**config.mk**
```make
export PLATFORM = sky130hd
export DESIGN_NAME = kvt_ctrl
export DESIGN_NICKNAME = d
export VERILOG_FILES = /design/src/rtl/kvt_pkg.sv /design/src/rtl/kvt_ctrl.sv
export SDC_FILE = /design/constraint.sdc
export NUM_CORES = 1
export LEC_CHECK = 0
export ABC_AREA = 1
export BUFFER_PORTS_ARGS = -buffer_cell sky130_fd_sc_hd__buf_2
export CORE_AREA = 2 2 39 41
export CTS_CLUSTER_DIAMETER = 200
export DETAILED_ROUTE_END_ITERATION = 7
export DIE_AREA = 0 0 41 43
export HOLD_SLACK_MARGIN = 0.06
export PLACE_DENSITY = 0.51
export SLEW_MARGIN = 20
export SYNTH_ARGS = -nofsm -noshare
export SYNTH_HDL_FRONTEND = slang
export SYNTH_SLANG_ARGS = --single-unit
```
**constraint.sdc**
```tcl
create_clock -name clk -period 2 [get_ports clk]
set_input_delay 0.2 -clock clk [delete_from_list [all_inputs] [get_ports clk]]
set_output_delay 0.2 -clock clk [all_outputs]
set_load 0.005 [all_outputs]
```
**src/rtl/kvt_pkg.sv**
```systemverilog
`default_nettype none

package kvt_pkg;

    // operation codes
    localparam logic OP_STORE  = 1'b0;
    localparam logic OP_LOOKUP = 1'b1;

    // response status codes
    localparam logic [1:0] ST_FOUND    = 2'd0;
    localparam logic [1:0] ST_INSERTED = 2'd1;
    localparam logic [1:0] ST_FULL     = 2'd2;
    localparam logic [1:0] ST_MISSING  = 2'd3;

    // response payload select
    localparam logic [1:0] PAY_ZERO = 2'd0;
    localparam logic [1:0] PAY_MEM  = 2'd1;
    localparam logic [1:0] PAY_DEF  = 2'd2;

    localparam int KEY_W  = 32;
    localparam int DISP_W = 64;
    localparam int TYPE_W = 32;

    typedef struct packed {
        logic signed [DISP_W-1:0] disp;
        logic [TYPE_W-1:0]        elem_type;
        logic [TYPE_W-1:0]        file_type;
    } val_t;

    // controller -> datapath
    typedef struct packed {
        logic       in_ready;
        logic       scan;
        logic       val_read;
        logic       write_hit;
        logic       write_new;
        logic       load_out;
        logic [1:0] out_status;
        logic [1:0] pay_sel;
    } cmd_t;

    // datapath -> controller
    typedef struct packed {
        logic accept;
        logic op;
        logic match;
        logic scan_done;
        logic full;
        logic out_free;
    } sts_t;

endpackage

`default_nettype wire

```
**src/rtl/kvt_ctrl.sv**
```systemverilog
`default_nettype none

module kvt_ctrl (
    input  wire logic           clk,
    input  wire logic           rst_n,
    input  wire kvt_pkg::sts_t  sts,
    output kvt_pkg::cmd_t       cmd
);

    localparam logic [1:0] S_IDLE = 2'd0;
    localparam logic [1:0] S_SCAN = 2'd1;
    localparam logic [1:0] S_READ = 2'd2;
    localparam logic [1:0] S_RESP = 2'd3;

    logic [1:0] state_reg;
    logic [1:0] state_next;
    logic [1:0] status_reg;
    logic [1:0] status_next;

    always_comb
    begin
        state_next  = state_reg;
        status_next = status_reg;
        cmd         = '0;
        case (state_reg)
            S_IDLE:
            begin
                cmd.in_ready = 1'b1;
                if (sts.accept)
                begin
                    state_next = S_SCAN;
                end
            end
            S_SCAN:
            begin
                cmd.scan = 1'b1;
                if (sts.match)
                begin
                    status_next = kvt_pkg::ST_FOUND;
                    state_next  = (sts.op == kvt_pkg::OP_LOOKUP) ? S_READ : S_RESP;
                end
                else if (sts.scan_done)
                begin
                    state_next = S_RESP;
                    if (sts.op == kvt_pkg::OP_LOOKUP)
                    begin
                        status_next = kvt_pkg::ST_MISSING;
                    end
                    else if (sts.full)
                    begin
                        status_next = kvt_pkg::ST_FULL;
                    end
                    else
                    begin
                        status_next = kvt_pkg::ST_INSERTED;
                    end
                end
            end
            S_READ:
            begin
                cmd.val_read = 1'b1;
                state_next   = S_RESP;
            end
            S_RESP:
            begin
                cmd.out_status = status_reg;
                if (sts.op == kvt_pkg::OP_LOOKUP && status_reg == kvt_pkg::ST_FOUND)
                begin
                    cmd.pay_sel = kvt_pkg::PAY_MEM;
                end
                else if (status_reg == kvt_pkg::ST_MISSING)
                begin
                    cmd.pay_sel = kvt_pkg::PAY_DEF;
                end
                else
                begin
                    cmd.pay_sel = kvt_pkg::PAY_ZERO;
                end
                if (sts.out_free)
                begin
                    cmd.load_out  = 1'b1;
                    cmd.write_hit = (sts.op == kvt_pkg::OP_STORE) &&
                                    (status_reg == kvt_pkg::ST_FOUND);
                    cmd.write_new = (status_reg == kvt_pkg::ST_INSERTED);
                    state_next    = S_IDLE;
                end
            end
            default:
            begin
                state_next = S_IDLE;
            end
        endcase
    end

    always_ff @(posedge clk or negedge rst_n)
    begin
        if (!rst_n)
        begin
            state_reg  <= S_IDLE;
            status_reg <= kvt_pkg::ST_FOUND;
        end
        else
        begin
            state_reg  <= state_next;
            status_reg <= status_next;
        end
    end

    a_accept_idle: assert property (@(posedge clk) disable iff (!rst_n)
        sts.accept |-> state_reg == S_IDLE)
        else $error("request taken outside idle");

    a_read_then_resp: assert property (@(posedge clk) disable iff (!rst_n)
        state_reg == S_READ |=> state_reg == S_RESP)
        else $error("value read not followed by response");

    a_write_one: assert property (@(posedge clk) disable iff (!rst_n)
        !(cmd.write_hit && cmd.write_new))
        else $error("update and append together");

endmodule

`default_nettype wire

```
==> results.cfg <==
[outcome]
status = finished clean

[route]
drtIter0Drc = 0
drc = 0
routed_wl_microns = 769
viasPerCell = 3.96
dr_total_vias = 372
dr.pass1.iters = 1
ant_nets = 0
routedWlPerCell_microns = 8.18

[layout]
area_growth_syn_to_layout_pct = 38.2
stdcell_count = 94
final_cell_mix = 19 x nand2_1, 17 x buf_2, 12 x inv_1
fin_area_sq_um = 498
final_common_cell = nand2_1
drive_above_1_share_pct = 32.1
nNetsFinal = 92
nFillCells = 160
antenna_cells = 0

[sta]
skew_ps = 0.130
period_needed_ps = 1490
fin_ws_ps = 506
finalHoldViolCount = 0
fmax_mhz = 669
worstMarginPinSlew_ps = 164
fin_tns_setup_ps = 0
relSlewSlack_pct = 88.9
fin_crit_sh_pct = 74.7
rsz0062_at_grt = false
drv_slew = 0
setup_viol = 0

[synth]
synth_area_sq_um = 360
synth_seq_area_share_pct = 27.8
netlist.area_leader.share_pct = 27.8
synth.largest_area_cell = dfrtp_1
synth_cell_types = 13
syn_nets = 69
synth.avg_cell_area_sq_um = 6.32
syn-instance-count = 57
ys_ff_latch = 4
ys_warn_count = 0
yosys-top-cells-area = dfrtp_1 28%, nand2_1 20%, ha_1 14%

[pwr]
clkPwrFrac_pct = 15.6
p_per_area_nw_per_um2 = 1200
ir_drop_uv = 453
p_sw_mw = 0.265
power_frac_seq_pct = 26.8
swShare_pct = 44.2
p_leak_nw = 0.325
pwr-share-comb_pct = 57.5
p_int_mw = 0.334

[worst_setup_path]
cp-start-kind = flop
worstReg2RegStart = state_reg[1]
timing.rr.end = state_reg[0]
cp_slowest_cell = dfrtp_1
cp-end-kind = output pin
cp_cell_sequence = ha_1 -> nand2_1 -> nor3_1 -> buf_2
worstPathMaxFanout = 5
r2r_slack_ps = 780
r2r_cells = 7
required_ps = 1800
max_stage_delay_ps = 400
critical_path_class = flop to output pin
arrival_ps = 1290

[global_routing]
antenna_found_initial = 0
grt_pass1_wl_microns = 1080
grt_max_degree = 6
grt_overflow = 0
grt_pass1_vias = 314
grt_usage_pct = 9.49

[clock_network]
clk_pin_slew_worst_paths_ps = 30
tritoncts = built
numCtsBuffers = 3
clockRootBuffer = clkbuf_4
h-tree-depth = 1
clkLatencyLatePin_ps = 230
clockBufferDepth = 2
post-cts-setup-buffers = 0
clock-sinks = 4
post_cts_resized = 0

[flow_run]
drv_cap = 0

[die]
die_h_microns = 43
ioPinCount = 18
core_sq_um = 1380
dieArea_sq_um = 1760
die_w_microns = 41
row_count = 14
initial_core_util_pct = 26.0

[placed_design]
portBuffers = 17
place.gp.congestion = 0.717
dpl_cell_area_sq_um = 465
hpwl_microns = 686
pre_cts_ws_ps = 733
place_inst = 90

[worst_hold_path]
min_path_type = input port to async pin
-- worst max-delay path: cells and delay by family, from the launching register on --
kind / cells / cell delay (ps)
buf+inv: 1 / 130
flops: 1 / 400
fa+ha+maj: 1 / 250
simple gates: 2 / 280
-- power by group through the flow --
| stage | sequential [mW] | combinational, mW | clock [mW] |
|---|---|---|---|
| 3_5_place_dp | 0.162 | 0.354 | 0 |
| 4_1_cts | 0.161 | 0.356 | 0.0987 |
| 2_1_floorplan | 0.153 | 0.247 | 0 |
| 5_1_grt | 0.168 | 0.401 | 0.110 |
| 3_3_place_gp | 0.159 | 0.354 | 0 |
| 6_report | 0.161 | 0.344 | 0.0934 |
-- synthesized netlist by cell type (all sizes together) --
master and count:
nand3 4, dfrtp 4, nand2 19, ha 4
a21oi 2, nor2 6, nor3 2, inv 14
o21ai 2
-- how the worst max path moves through the flow --
stage,startpoint,end,cells after the start
CTS,state_reg[0],cmd[5],4
finish,state_reg[0],cmd[6],4
detailed placement,state_reg[0],cmd[5],4
global route,state_reg[0],cmd[5],4
floorplan,state_reg[1],state_reg[0],7
global placement,state_reg[1],cmd[5],4
-- logic make-up after synthesis --
| group | synth area share (%) |
|---|---|
| flops | 27.8 |
| buf+inv | 14.6 |
| simple gates | 37.2 |
| fa+ha+maj | 13.9 |
| compound gates | 6.60 |
-- metal layers --
layer / vias up / GRT usage [%] / routed length (microns)
li1: 210 / - / -
met2: 11 / 15.3 / 369
met1: 151 / 8.82 / 344
met4: 0 / 6.00 / 0
met5: - / 0 / 0
met3: 0 / 4.71 / 56
-- what timing repair did --
| item | 4_1_cts | 5_1_grt |
|---|---|---|
| endpoints found under the hold margin | 4 | 0 |
| setup endpoints to repair | 0 | 0 |
| hold buffers | 1 | 0 |
-- cell type report --
class / instances / area, sq um / share of cell area [%]
multi-input cells: 39 / 208 / 41.7
repair buffers: 18 / 95.1 / 19.1
flip-flops and latches: 4 / 100 / 20.1
clock buffers: 3 / 22.5 / 4.52
well taps: 16 / 20.0 / 4.02
inverters: 14 / 52.6 / 10.6
-- per-stage QoR --
| stage | utilization, % | hold WS [ps] | total power [mW] |
|---|---|---|---|
| after floorplan | - | -95.6 | 0.400 |
| after detailed placement | 33.6 | 10.3 | 0.515 |
| after global routing | 36.0 | 295 | 0.679 |
| after CTS | 36.0 | 302 | 0.615 |
| after global placement | 33.6 | 8.30 | 0.513 |
| final | 36.0 | 307 | 0.598 |
(Power assumes the default switching activity.)
